File: src/rtl/ccc_pkg.sv
`timescale 1ns / 1ps

package ccc_pkg;

   // Item commands.
   localparam logic CMD_TICK = 1'b0;
   localparam logic CMD_LOAD = 1'b1;

   // Time and date limits.
   localparam int SECOND_MAX   = 59;
   localparam int MINUTE_MAX   = 59;
   localparam int HOUR_MAX     = 23;
   localparam int MONTH_MAX    = 12;
   localparam int YEAR_MAX     = 9999;
   localparam int MONTH_FIRST  = 1;
   localparam int DAY_FIRST    = 1;
   localparam int TICKS_RESET  = 10;

   // Month numbers and lengths.
   localparam logic [3:0] MONTH_JAN = 4'd1;
   localparam logic [3:0] MONTH_FEB = 4'd2;
   localparam logic [3:0] MONTH_MAR = 4'd3;
   localparam logic [3:0] MONTH_APR = 4'd4;
   localparam logic [3:0] MONTH_MAY = 4'd5;
   localparam logic [3:0] MONTH_JUN = 4'd6;
   localparam logic [3:0] MONTH_JUL = 4'd7;
   localparam logic [3:0] MONTH_AUG = 4'd8;
   localparam logic [3:0] MONTH_SEP = 4'd9;
   localparam logic [3:0] MONTH_OCT = 4'd10;
   localparam logic [3:0] MONTH_NOV = 4'd11;
   localparam logic [3:0] MONTH_DEC = 4'd12;

   localparam logic [4:0] DAYS_LONG      = 5'd31;
   localparam logic [4:0] DAYS_SHORT     = 5'd30;
   localparam logic [4:0] DAYS_FEB_LEAP  = 5'd29;
   localparam logic [4:0] DAYS_FEB_COMMON = 5'd28;
   localparam logic [4:0] DAYS_NONE      = 5'd0;

   // Reciprocal of 100 scaled by 2^19; exact floor for any 14-bit year.
   localparam int RECIP_100       = 5243;
   localparam int RECIP_100_SHIFT = 19;
   localparam int CENTURY         = 100;

   // Control handed to each counter cell.
   typedef struct packed {
      logic load;
      logic step;
   } cell_ctl_type;

   // One result word.
   typedef struct packed {
      logic [5:0]  second;
      logic [5:0]  minute;
      logic [4:0]  hour;
      logic [4:0]  day_of_month;
      logic [3:0]  month;
      logic [13:0] year;
      logic        leap_year;
      logic        second_pulse;
   } rsp_word_type;

   // Leap year test: divisible by 4, except centuries not divisible by 400.
   function automatic logic is_leap(input logic [13:0] year);
      logic [26:0] prod;
      logic [7:0]  quot;
      logic [13:0] rem;
      prod = 27'(year) * 27'(RECIP_100);
      quot = prod[RECIP_100_SHIFT +: 8];
      rem  = year - 14'(15'(quot) * 15'(CENTURY));
      return (year[1:0] == 2'd0) && ((rem != 14'd0) || (quot[1:0] == 2'd0));
   endfunction

   // Days in a month; zero for a month number that means nothing.
   function automatic logic [4:0] month_length(input logic [3:0] month, input logic leap);
      logic [4:0] len;
      case (month)
         MONTH_JAN, MONTH_MAR, MONTH_MAY, MONTH_JUL,
         MONTH_AUG, MONTH_OCT, MONTH_DEC: len = DAYS_LONG;
         MONTH_APR, MONTH_JUN, MONTH_SEP, MONTH_NOV: len = DAYS_SHORT;
         MONTH_FEB: len = leap ? DAYS_FEB_LEAP : DAYS_FEB_COMMON;
         default: len = DAYS_NONE;
      endcase
      return len;
   endfunction

endpackage

File: src/rtl/ccc_if.sv
`timescale 1ns / 1ps

// Input channel: one command word per handshake.
interface ccc_req_if;
   logic        valid;
   logic        ready;
   logic        command;
   logic [5:0]  set_second;
   logic [5:0]  set_minute;
   logic [4:0]  set_hr;
   logic [4:0]  set_day;
   logic [3:0]  set_mon;
   logic [13:0] set_yr;

   modport source (
      output valid, command, set_second, set_minute, set_hr, set_day,
             set_mon, set_yr,
      input  ready
   );
   modport sink (
      input  valid, command, set_second, set_minute, set_hr, set_day,
             set_mon, set_yr,
      output ready
   );
endinterface

// Result channel: one time and date word per handshake.
interface ccc_rsp_if;
   logic        valid;
   logic        ready;
   logic [5:0]  second;
   logic [5:0]  minute;
   logic [4:0]  hour;
   logic [4:0]  day_of_month;
   logic [3:0]  month;
   logic [13:0] year;
   logic        leap_year;
   logic        second_pulse;

   modport source (
      output valid, second, minute, hour, day_of_month, month, year,
             leap_year, second_pulse,
      input  ready
   );
   modport sink (
      input  valid, second, minute, hour, day_of_month, month, year,
             leap_year, second_pulse,
      output ready
   );
endinterface

File: src/rtl/ccc_cell.sv
`timescale 1ns / 1ps

// One digit of the clock: counts up to a limit, then wraps and passes a carry on.
module ccc_cell
   import ccc_pkg::*;
#(
   parameter int WIDTH      = 6,
   parameter bit WRAP_ABOVE = 1'b0
) (
   input  logic               clock,
   input  logic               reset,
   input  cell_ctl_type       ctl,
   input  logic [WIDTH-1:0]   load_value,
   input  logic [WIDTH-1:0]   limit,
   input  logic [WIDTH-1:0]   wrap_value,
   output logic [WIDTH-1:0]   value,
   output logic [WIDTH-1:0]   value_in,
   output logic               carry_out
);

   logic [WIDTH-1:0] value_ff;
   logic             at_limit;
   logic             below_limit;

   assign below_limit = value_ff < limit;
   // A value past the limit either wraps or holds and stops the carry.
   assign at_limit    = (value_ff == limit) || (WRAP_ABOVE && (value_ff > limit));
   assign carry_out   = ctl.step && at_limit;

   // Next value: a load wins over a step.
   always_comb begin
      value_in = value_ff;
      if (ctl.load) begin
         value_in = load_value;
      end else if (ctl.step) begin
         if (below_limit) begin
            value_in = value_ff + WIDTH'(1);
         end else if (at_limit) begin
            value_in = wrap_value;
         end
      end
   end

   always_ff @(posedge clock) begin
      if (reset) begin
         value_ff <= '0;
      end else begin
         value_ff <= value_in;
      end
   end

   assign value = value_ff;

endmodule

File: src/rtl/ccc_skid.sv
`timescale 1ns / 1ps

// Output register with a skid stage, so that ready upstream comes from a register.
module ccc_skid
   import ccc_pkg::*;
(
   input  logic         clock,
   input  logic         reset,
   input  logic         in_valid,
   output logic         in_ready,
   input  rsp_word_type in_word,
   output logic         out_valid,
   input  logic         out_ready,
   output rsp_word_type out_word
);

   logic         out_valid_ff;
   logic         skid_valid_ff;
   rsp_word_type out_word_ff;
   rsp_word_type skid_word_ff;
   logic         accept;
   logic         out_free;

   assign in_ready = !skid_valid_ff;
   assign accept   = in_valid && in_ready;
   assign out_free = !out_valid_ff || out_ready;

   // Control: the skid stage fills only when the output register is held.
   always_ff @(posedge clock) begin
      if (reset) begin
         out_valid_ff  <= 1'b0;
         skid_valid_ff <= 1'b0;
      end else if (out_free) begin
         out_valid_ff  <= skid_valid_ff || accept;
         skid_valid_ff <= 1'b0;
      end else if (accept) begin
         skid_valid_ff <= 1'b1;
      end
   end

   // Payload.
   always_ff @(posedge clock) begin
      if (out_free) begin
         out_word_ff <= skid_valid_ff ? skid_word_ff : in_word;
      end else if (accept) begin
         skid_word_ff <= in_word;
      end
   end

   assign out_valid = out_valid_ff;
   assign out_word  = out_word_ff;

endmodule

File: src/rtl/calendar_clock_counter_unit.sv
`timescale 1ns / 1ps

// Real-time clock and calendar. Each request word is either a tick, which advances
// the sub-second prescaler, or a load, which sets the whole time and date and clears
// the prescaler; every request word yields one response word carrying the time and
// date after it, the leap-year flag and a pulse that marks a completed second. The
// state sits in a row of counter cells (prescaler, seconds, minutes, hours, day,
// month, year), each passing its carry to the next within the same cycle, so one
// word is taken every clock cycle while the output buffer has room, and its
// response is registered in the output buffer. Request ready comes from a register
// and stays high while the response is being taken; a two-deep output buffer
// absorbs one word of back-pressure. csr_wr_data sets the number of ticks per
// second (reset value 10, zero acts as one) and should be written only while idle.
module calendar_clock_counter_unit
   import ccc_pkg::*;
(
   input  logic        clock,
   input  logic        reset,
   input  logic        csr_wr_en,
   input  logic [9:0]  csr_wr_data,
   ccc_req_if.sink     req,
   ccc_rsp_if.source   rsp
);

   logic [9:0]   tps_ff;
   logic [9:0]   pre_limit;
   logic         accept;
   logic         load;
   logic         leap_ff;
   logic         leap_in;
   rsp_word_type rsp_word_in;
   rsp_word_type rsp_word;

   cell_ctl_type pre_ctl, sec_ctl, min_ctl, hour_ctl, day_ctl, mon_ctl, year_ctl;
   logic         pre_carry, sec_carry, min_carry, hour_carry, day_carry, mon_carry;
   logic         year_carry;
   logic [9:0]   pre_value, pre_in;
   logic [5:0]   sec_value, sec_in;
   logic [5:0]   min_value, min_in;
   logic [4:0]   hour_value, hour_in;
   logic [4:0]   day_value, day_in;
   logic [3:0]   mon_value, mon_in;
   logic [13:0]  year_value, year_in;
   logic [4:0]   day_limit;

   // Ticks-per-second register.
   always_ff @(posedge clock) begin
      if (reset) begin
         tps_ff <= 10'(TICKS_RESET);
      end else if (csr_wr_en) begin
         tps_ff <= csr_wr_data;
      end
   end

   assign pre_limit = (tps_ff == 10'd0) ? 10'd0 : tps_ff - 10'd1;
   assign accept    = req.valid && req.ready;
   assign load      = accept && (req.command == CMD_LOAD);
   assign day_limit = month_length(mon_value, leap_ff);

   // Carry chain control: each cell steps on the carry of the one before.
   always_comb begin
      pre_ctl.load  = load;
      pre_ctl.step  = accept && (req.command == CMD_TICK);
      sec_ctl.load  = load;
      sec_ctl.step  = pre_carry;
      min_ctl.load  = load;
      min_ctl.step  = sec_carry;
      hour_ctl.load = load;
      hour_ctl.step = min_carry;
      day_ctl.load  = load;
      day_ctl.step  = hour_carry && (day_limit != DAYS_NONE);
      mon_ctl.load  = load;
      mon_ctl.step  = day_carry;
      year_ctl.load = load;
      year_ctl.step = mon_carry;
   end

   ccc_cell #(.WIDTH(10), .WRAP_ABOVE(1'b1)) u_pre (
      .clock(clock), .reset(reset), .ctl(pre_ctl), .load_value(10'd0),
      .limit(pre_limit), .wrap_value(10'd0),
      .value(pre_value), .value_in(pre_in), .carry_out(pre_carry)
   );

   ccc_cell #(.WIDTH(6), .WRAP_ABOVE(1'b0)) u_sec (
      .clock(clock), .reset(reset), .ctl(sec_ctl), .load_value(req.set_second),
      .limit(6'(SECOND_MAX)), .wrap_value(6'd0),
      .value(sec_value), .value_in(sec_in), .carry_out(sec_carry)
   );

   ccc_cell #(.WIDTH(6), .WRAP_ABOVE(1'b0)) u_min (
      .clock(clock), .reset(reset), .ctl(min_ctl), .load_value(req.set_minute),
      .limit(6'(MINUTE_MAX)), .wrap_value(6'd0),
      .value(min_value), .value_in(min_in), .carry_out(min_carry)
   );

   ccc_cell #(.WIDTH(5), .WRAP_ABOVE(1'b0)) u_hour (
      .clock(clock), .reset(reset), .ctl(hour_ctl), .load_value(req.set_hr),
      .limit(5'(HOUR_MAX)), .wrap_value(5'd0),
      .value(hour_value), .value_in(hour_in), .carry_out(hour_carry)
   );

   // A day past the month length holds; an unset month keeps the day cell still.
   ccc_cell #(.WIDTH(5), .WRAP_ABOVE(1'b0)) u_day (
      .clock(clock), .reset(reset), .ctl(day_ctl), .load_value(req.set_day),
      .limit(day_limit), .wrap_value(5'(DAY_FIRST)),
      .value(day_value), .value_in(day_in), .carry_out(day_carry)
   );

   ccc_cell #(.WIDTH(4), .WRAP_ABOVE(1'b0)) u_mon (
      .clock(clock), .reset(reset), .ctl(mon_ctl), .load_value(req.set_mon),
      .limit(4'(MONTH_MAX)), .wrap_value(4'(MONTH_FIRST)),
      .value(mon_value), .value_in(mon_in), .carry_out(mon_carry)
   );

   // The year wraps to zero from the last year or anything above it.
   ccc_cell #(.WIDTH(14), .WRAP_ABOVE(1'b1)) u_year (
      .clock(clock), .reset(reset), .ctl(year_ctl), .load_value(req.set_yr),
      .limit(14'(YEAR_MAX)), .wrap_value(14'd0),
      .value(year_value), .value_in(year_in), .carry_out(year_carry)
   );

   // Leap flag of the stored year, kept alongside it; year zero is a leap year.
   assign leap_in = is_leap(year_in);

   always_ff @(posedge clock) begin
      if (reset) begin
         leap_ff <= 1'b1;
      end else if (accept) begin
         leap_ff <= leap_in;
      end
   end

   // Response word from the state after this item.
   always_comb begin
      rsp_word_in.second       = sec_in;
      rsp_word_in.minute       = min_in;
      rsp_word_in.hour         = hour_in;
      rsp_word_in.day_of_month = day_in;
      rsp_word_in.month        = mon_in;
      rsp_word_in.year         = year_in;
      rsp_word_in.leap_year    = leap_in;
      rsp_word_in.second_pulse = pre_carry;
   end

   ccc_skid u_skid (
      .clock(clock), .reset(reset),
      .in_valid(req.valid), .in_ready(req.ready), .in_word(rsp_word_in),
      .out_valid(rsp.valid), .out_ready(rsp.ready), .out_word(rsp_word)
   );

   assign rsp.second       = rsp_word.second;
   assign rsp.minute       = rsp_word.minute;
   assign rsp.hour         = rsp_word.hour;
   assign rsp.day_of_month = rsp_word.day_of_month;
   assign rsp.month        = rsp_word.month;
   assign rsp.year         = rsp_word.year;
   assign rsp.leap_year    = rsp_word.leap_year;
   assign rsp.second_pulse = rsp_word.second_pulse;

   // A load always leaves the prescaler cleared.
   a_load_clears_prescaler: assert property (@(posedge clock) disable iff (reset)
      load |=> (pre_value == 10'd0))
      else $error("prescaler not cleared by load");

   // A tick that does not complete a second steps the prescaler by one and leaves
   // the seconds alone.
   a_seconds_hold: assert property (@(posedge clock) disable iff (reset)
      (accept && (req.command == CMD_TICK) && !pre_carry)
         |-> ((sec_in == sec_value) && (pre_in == pre_value + 10'd1)))
      else $error("seconds moved without a completed second");

   // The year only moves on a load or on the carry out of December.
   a_year_moves_on_carry: assert property (@(posedge clock) disable iff (reset)
      (!load && !year_ctl.step) |=> $stable(year_value))
      else $error("year changed without a load or carry");

   // A carry out of December wraps the month to January, and a carry out of the
   // last year takes the year back to zero.
   a_month_wrap: assert property (@(posedge clock) disable iff (reset)
      (mon_carry && !load) |=> ((mon_value == 4'(MONTH_FIRST)) &&
                                (!$past(year_carry) || (year_value == 14'd0))))
      else $error("month did not wrap with the year carry");

   // Between accepted words the stored time and date stand still.
   a_idle_holds: assert property (@(posedge clock) disable iff (reset)
      !accept |=> $stable({pre_value, sec_value, min_value, hour_value, day_value,
                           mon_value, year_value}))
      else $error("time moved without an accepted word");

endmodule
File: src/flat_wrapper.sv
// flat-port wrapper written by rule: the top's interface ports become plain ports
module calendar_clock_counter_unit_flat import ccc_pkg::*;
  (clock, reset, csr_wr_en, csr_wr_data, req_valid, req_command, req_set_second, req_set_minute, req_set_hr, req_set_day, req_set_mon, req_set_yr, req_ready, rsp_valid, rsp_second, rsp_minute, rsp_hour, rsp_day_of_month, rsp_month, rsp_year, rsp_leap_year, rsp_second_pulse, rsp_ready);
  ccc_req_if req_i ();
  ccc_rsp_if rsp_i ();
  input  logic clock;
  input  logic reset;
  input  logic csr_wr_en;
  input  logic [9:0] csr_wr_data;
  input wire logic [$bits(req_i.valid)-1:0] req_valid;
  input wire logic [$bits(req_i.command)-1:0] req_command;
  input wire logic [$bits(req_i.set_second)-1:0] req_set_second;
  input wire logic [$bits(req_i.set_minute)-1:0] req_set_minute;
  input wire logic [$bits(req_i.set_hr)-1:0] req_set_hr;
  input wire logic [$bits(req_i.set_day)-1:0] req_set_day;
  input wire logic [$bits(req_i.set_mon)-1:0] req_set_mon;
  input wire logic [$bits(req_i.set_yr)-1:0] req_set_yr;
  output wire logic [$bits(req_i.ready)-1:0] req_ready;
  output wire logic [$bits(rsp_i.valid)-1:0] rsp_valid;
  output wire logic [$bits(rsp_i.second)-1:0] rsp_second;
  output wire logic [$bits(rsp_i.minute)-1:0] rsp_minute;
  output wire logic [$bits(rsp_i.hour)-1:0] rsp_hour;
  output wire logic [$bits(rsp_i.day_of_month)-1:0] rsp_day_of_month;
  output wire logic [$bits(rsp_i.month)-1:0] rsp_month;
  output wire logic [$bits(rsp_i.year)-1:0] rsp_year;
  output wire logic [$bits(rsp_i.leap_year)-1:0] rsp_leap_year;
  output wire logic [$bits(rsp_i.second_pulse)-1:0] rsp_second_pulse;
  input wire logic [$bits(rsp_i.ready)-1:0] rsp_ready;
  assign req_i.valid = req_valid;
  assign req_i.command = req_command;
  assign req_i.set_second = req_set_second;
  assign req_i.set_minute = req_set_minute;
  assign req_i.set_hr = req_set_hr;
  assign req_i.set_day = req_set_day;
  assign req_i.set_mon = req_set_mon;
  assign req_i.set_yr = req_set_yr;
  assign req_ready = req_i.ready;
  assign rsp_valid = rsp_i.valid;
  assign rsp_second = rsp_i.second;
  assign rsp_minute = rsp_i.minute;
  assign rsp_hour = rsp_i.hour;
  assign rsp_day_of_month = rsp_i.day_of_month;
  assign rsp_month = rsp_i.month;
  assign rsp_year = rsp_i.year;
  assign rsp_leap_year = rsp_i.leap_year;
  assign rsp_second_pulse = rsp_i.second_pulse;
  assign rsp_i.ready = rsp_ready;
  calendar_clock_counter_unit u_core (.clock(clock), .reset(reset), .csr_wr_en(csr_wr_en), .csr_wr_data(csr_wr_data), .req(req_i), .rsp(rsp_i));
endmodule
File: config.mk
export PLATFORM = sky130hd
export DESIGN_NAME = calendar_clock_counter_unit_flat
export DESIGN_NICKNAME = d
export VERILOG_FILES = /design/src/rtl/ccc_pkg.sv /design/src/rtl/ccc_if.sv /design/src/rtl/ccc_cell.sv /design/src/rtl/ccc_skid.sv /design/src/rtl/calendar_clock_counter_unit.sv /design/src/flat_wrapper.sv
export SDC_FILE = /design/constraint.sdc
export NUM_CORES = 1
export LEC_CHECK = 0
export ABC_AREA = 1
export BUFFER_PORTS_ARGS = -buffer_cell sky130_fd_sc_hd__buf_2
export CAP_MARGIN = 10
export CORE_ASPECT_RATIO = 0.75
export CORE_MARGIN = 2
export CORE_UTILIZATION = 23
export CTS_CLUSTER_SIZE = 30
export DETAILED_ROUTE_END_ITERATION = 16
export HOLD_SLACK_MARGIN = 0.02
export PLACE_DENSITY = 0.39
export SYNTH_ARGS = -nofsm -noshare
export SYNTH_HDL_FRONTEND = slang
export SYNTH_SLANG_ARGS = --single-unit
File: constraint.sdc
create_clock -name clock -period 10.55 [get_ports clock]
set_input_delay 0 -clock clock [delete_from_list [all_inputs] [get_ports clock]]
set_output_delay 0 -clock clock [all_outputs]
set_load 0.1 [all_outputs]
# Word level (Yosys, flattened, before mapping)
# Index checks and enable logic that the tools add are counted.
# word_totals
output_inout_bits	44
word_cells	127
input_bits	56
regBits	147
# op_classes
reduce_logical	30
n_lt_le_gt_ge	9
n_mul	2
n_eq_ne	18
bitwise	2
add_sub_neg	9
muxes	30
# ops
op	count
14-bit two-way mux	4
6-bit two-way mux	8
42-bit two-way mux	1
5-bit two-way mux	8
10-bit two-way mux	3
14-bit by 13-bit multiplier with 27-bit output (second input constant)	1
4-bit == test (second input constant)	5
4-bit by 3-bit == test with 1-bit output (second input constant)	4
4-bit two-way mux	4
5-bit case mux with 3 select lines	1
14-bit by 1-bit adder with 14-bit output (second input constant)	1
14-bit == test (second input constant)	1
14-bit greater-than comparator (second input constant)	1
14-bit less-than comparator (second input constant)	1
14-bit nonzero test	1
14-bit subtractor	1
6-bit by 1-bit adder with 6-bit output (second input constant)	2
6-bit == test (second input constant)	2
6-bit less-than comparator (second input constant)	2
8-bit by 5-bit multiplier with 12-bit output (second input constant)	1
1-bit logical AND	11
10-bit by 1-bit adder with 10-bit output (second input constant)	1
5-bit by 1-bit adder with 5-bit output (second input constant)	2
10-bit == test	1
23 further kinds	33

# Logic depth before layout (Yosys ltp)
# logic_depth
ltp_word	20
mapped_depth	74
ltp_nobuf	74

# Hierarchy
# From an unflattened synthesis, not the netlist that was laid out.
# hier_totals
hier_cells	1978
area_unflattened_um2	14766.7
# modules_own_cells
mod	cells_each	seq_area_each_um2	area_per_inst_um2	n_inst
calendar_clock_counter_unit	662	220.2	5275.1	1
ccc_skid	232	2562.5	3241.9	1
ccc_cell (u_core.u_year)	295	280.3	1715.4	1
ccc_cell (u_core.u_min ...)	136	120.1	779.5	2
ccc_cell (u_core.u_day ...)	107	100.1	629.4	2
ccc_cell (u_core.u_pre)	222	200.2	1255.0	1
ccc_cell (u_core.u_mon)	81	80.1	461.7	1

# Least setup slack after synthesis
# No wires, ideal clock.
# synth_timing
path_type	reg-to-reg
start	register u_core.tps_ff[0]
end	register u_core.u_skid.out_word_ff, in the netlist u_core.u_skid.out_word[1] (data pin)
stages_incl_launch_ff	63
setup_ps	258
period_less_slack_ps	10358
t_arrival_ps	10099
t_required_ps	10292
n_path_buf	0
setup_slack_ps	192
cell_sequence	dfxtp_1 -> inv_1 -> ha_1 -> nand3_1 -> nor2_1 -> nand2_1 -> nor3_1 -> inv_1 -> o21ai_0 -> ha_1 -> nand2_1 -> nor2_1 -> nand3_1 -> nand4_1 -> nand4_4 -> nor2_8 -> nand3_4 -> inv_2 -> (+27 left out) -> ha_1 -> a21oi_1 -> o21ai_0 -> nand2_1 -> nand2_1 -> a21oi_1 -> xor2_1 -> ha_1 -> inv_1 -> nor2_1 -> a21oi_1 -> nand2_1 -> nand2_1 -> nand2_1 -> nor2_1 -> nand2_1 -> nand3_1 -> nand2_1
# synth_lines
item	line_no	source
start, declared	calendar_clock_counter_unit.sv:25	logic [9:0] tps_ff;
start signal, assigned	calendar_clock_counter_unit.sv:49	tps_ff <= 10'(TICKS_RESET);
start signal, assigned	calendar_clock_counter_unit.sv:51	tps_ff <= csr_wr_data;
end signal, assigned	ccc_skid.sv:44	out_word_ff <= skid_valid_ff ? skid_word_ff : in_word;
end, declared	ccc_skid.sv:19	rsp_word_type out_word_ff;

==> summary.txt <==
Placement
  – Placed cells: approximately 2400
  – Routability cong.: 0.867
  – DP Wirelength: 28.5 mm
  – Worst slack, placed: -0.689 ns
  – IO Port Bufs: 99

Route
  – WL final: between 30 and 40 mm
  – TritonRoute pass-1 iters: 5
  – Residual DRC: 0
  – Number of DRC markers in iteration 0: 530
  – Vias per cell: around 4.2
  – Drt wl/cell: between 10 and 15 µm
  – Post-route ant nets: 0
  – Vias: 10500

Yosys
  – Syn Inst Count: 1482
  – Share of synthesized flip-flops with an asynchronous set or reset: 0
  – Post-synth top area share: 0.209
  – Syn avg cell area: 8.13 µm²
  – Number of flops mapped to enable cells by yosys: 84
  – Cell accounting for the most synthesized area: edfxtp_1
  – Net Count, Synth: 1741
  – Post-synthesis cell type count: 53
  – Mapped Area: 0.0121 mm²
  – Sequential area share after synthesis: 0.314
  – Synth Register Bits: between 100 and 150
  – Synth top area cells: edfxtp_1, ha_1, dfxtp_1
  – Warnings, synthesis: 0
  – Main synth FF type: edfxtp_1

Final layout
  – Most common cell after layout, fill and taps aside: inv_1
  – Final core occ: 0.324
  – Synthesis-to-finish area growth: 38.9%
  – Most frequent cells in the layout: inv_1, nand2_1, buf_4, nor2_1, ha_1
  – NumNets Final: 2081
  – Share of cells above drive strength 1: 0.295
  – Cell Count, Final, Fillers Out: 2538
  – Fillers: 5471
  – ANT cells: 0

Die
  – Die area: 0.0543 mm²
  – Chip height: 202 µm
  – Cell Rows: between 70 and 80
  – Die W: 268 µm
  – Core area: just over 0.05 mm²
  – Initial Utilization: 0.233
  – IO Count: 100

Worst hold path
  – Worst hold path stage count: 4
  – Hold Startpoint: req_set_yr[13]
  – Min-Delay Path Class: input port to flop
  – Hold Path Sink: u_core.u_year.value[13]

Worst setup path
  – Worst R2R Setup Slack: 0.16 ns
  – WP data arrival: roughly 11 ns
  – CP max-delay cell: fa_1
  – Most used cell, CP: nand2_2
  – Critical path type: flop to flop
  – CP max FO: 4
  – CP required: 10.74 ns
  – R2R depth: 63
  – Crit Reg-Reg Startpoint: u_core.tps_ff[2]
  – Largest stage delay, worst path: 0.59 ns
  – Reg-to-reg critical path endpoint: u_core.u_skid.out_word[1]
  – Startpoint types: flop
  – Crit. End Element: flop

Power
  – Maximum VDD drop: 0.341 mV
  – PD cells: 343 mW/mm²
  – Final Total Pwr: around 5.7 mW
  – Lkg Pwr: 8.06 nW

Global route
  – Initial antenna violation count: 0
  – First-pass GRT wire length: 57.1 mm
  – Grt ovf: 0
  – Largest net degree at the start of global routing: 84
  – Overall Global Routing Usage: 0.136
  – Vias in the first global route: around 11000

STA
  – Pins Over Slew Limit: 0
  – Measured slew at the worst slew-check pin: 0.840 ns
  – Min Tclk post-route: 10.39 ns
  – Post-Route Skew: 0.0118 ns
  – Tcrit/Tclk final: 0.985
  – Fin. Hold Viols: 0
  – RSZ-0062 raised after global routing: true
  – Final worst slack: 0.160 ns
  – Setup TNS: 0 ns
  – Worst rel slew slack: 0.439
  – FMAX: 96.2 MHz
  – Setup-failing EPs final: 0

Clock tree
  – TritonCTS Buffers: 17
  – CTS Sinks: 147
  – CTS max path bufs: 2
  – CTS tree: built
  – H-tree lvl count: 4
  – Worst-Skew Late Latency: 0.44 ns
  – Register clock-pin slew on the reported worst setup and hold paths: 0.06 ns
  – CTS Root Cell: clkbuf_16

Run status
  – Status: finished, final reports clean

Run
  – Max-cap viol count: 0
-- layout make-up --
cell class | count | area, µm² | share of cell area
clock buffers | 21 | 470 | 0.0281
clock inverters | 11 | 104 | 0.00620
inverters | 294 | 1110 | 0.0664
multi-input cells | 1018 | 7910 | 0.472
flip-flops and latches | 147 | 3790 | 0.226
well taps | 703 | 880 | 0.0525
repair buffers | 344 | 2480 | 0.148
-- flip-flops by register name (all words and copies together) (netlist names), 6 cells and up --
name and cells:
u_core.u_skid.out_word 42, u_core.u_skid.skid_word_ff 42, u_core.u_year.value 14, u_core.tps_ff 10
u_core.u_pre.value 10, u_core.u_min.value 6, u_core.u_sec.value 6
-- cell families (layout without fill, tap and decap cells) --
family	Yosys count	count (layout)	share of synthesized area
and+or+nand+nor	558	558	0.210
buffers and inverters	317	670	0.0988
AOI/OAI and AO/OA	215	215	0.102
adders and majority gates	203	203	0.245
DFF	147	147	0.314
xor gates and xnor gates	42	42	0.0305
-- what timing repair did --
action | 4_1_cts | 5_1_grt
endpoints found under the setup margin | 3 | 3
hold buffers | 46 | 0
setup buffers | 9 | 18
gates resized for setup | 83 | 121
pin swaps | 42 | 97
hold endpoints to repair | 67 | 0
-- critical path: cells and delay by family, from the launching register on --
family,cells,cell delay [ns]
fa+ha+maj,11,4.22
simple gates,28,3.09
compound gates,10,1.25
buf+inv,11,0.77
xor+xnor,3,0.46
flops,1,0.34
-- worst max path at each step --
stage	start	to	slack, ns	cells after the start
2_1_floorplan	u_core.tps_ff[0]	u_core.u_skid.out_word[1]	0.19	62
3_3_place_gp	u_core.tps_ff[0]	u_core.u_skid.out_word[1]	-0.62	67
3_5_place_dp	u_core.tps_ff[0]	u_core.u_skid.out_word[1]	-0.69	66
4_1_cts	u_core.tps_ff[2]	u_core.u_skid.out_word[1]	0.007	62
5_1_grt	u_core.tps_ff[2]	u_core.u_skid.out_word[1]	-0.53	62
6_report	u_core.tps_ff[2]	u_core.u_skid.out_word[1]	0.16	63
-- report_power, final --
part	switching, mW	internal, mW
combinational	2.47	2.00
sequential	0.0203	0.646
clock	0.259	0.343
-- Yosys cell counts (all sizes together), types with 3 or more instances --
master  instances
o211ai         12
a21oi          56
a21o            3
nand3          70
o21ai         110
nand2         283
o22ai           3
o221ai          8
clkinv          4
nand4          21
inv           290
xor2           31
nor3           13
a31oi           3
nor4            3
xnor2          11
ha            148
clkbuf         21
dfxtp          63
nand3b          7
fa             55
edfxtp         84
or2            11
nor2          148
o21bai          6
a21boi          4
-- stage by stage --
stage	hold WS, ns	area [µm²]
global route	0.0677	16700
CTS	0.0322	16100
detailed placement	0.226	14600
floorplan	0.111	12100
finish	0.0465	16700
global placement	0.223	14600
-- per-layer routing --
metal | GRT usage | vias to the layer above | part of all wire
li1 | - | 5492 | -
met3 | 0.0225 | 23 | 0.035
met4 | 0.0269 | 0 | 0.0098
met1 | 0.210 | 4872 | 0.54
met2 | 0.195 | 153 | 0.41
met5 | 0 | - | 0
No activity file was read; power rests on OpenSTA's default activity.
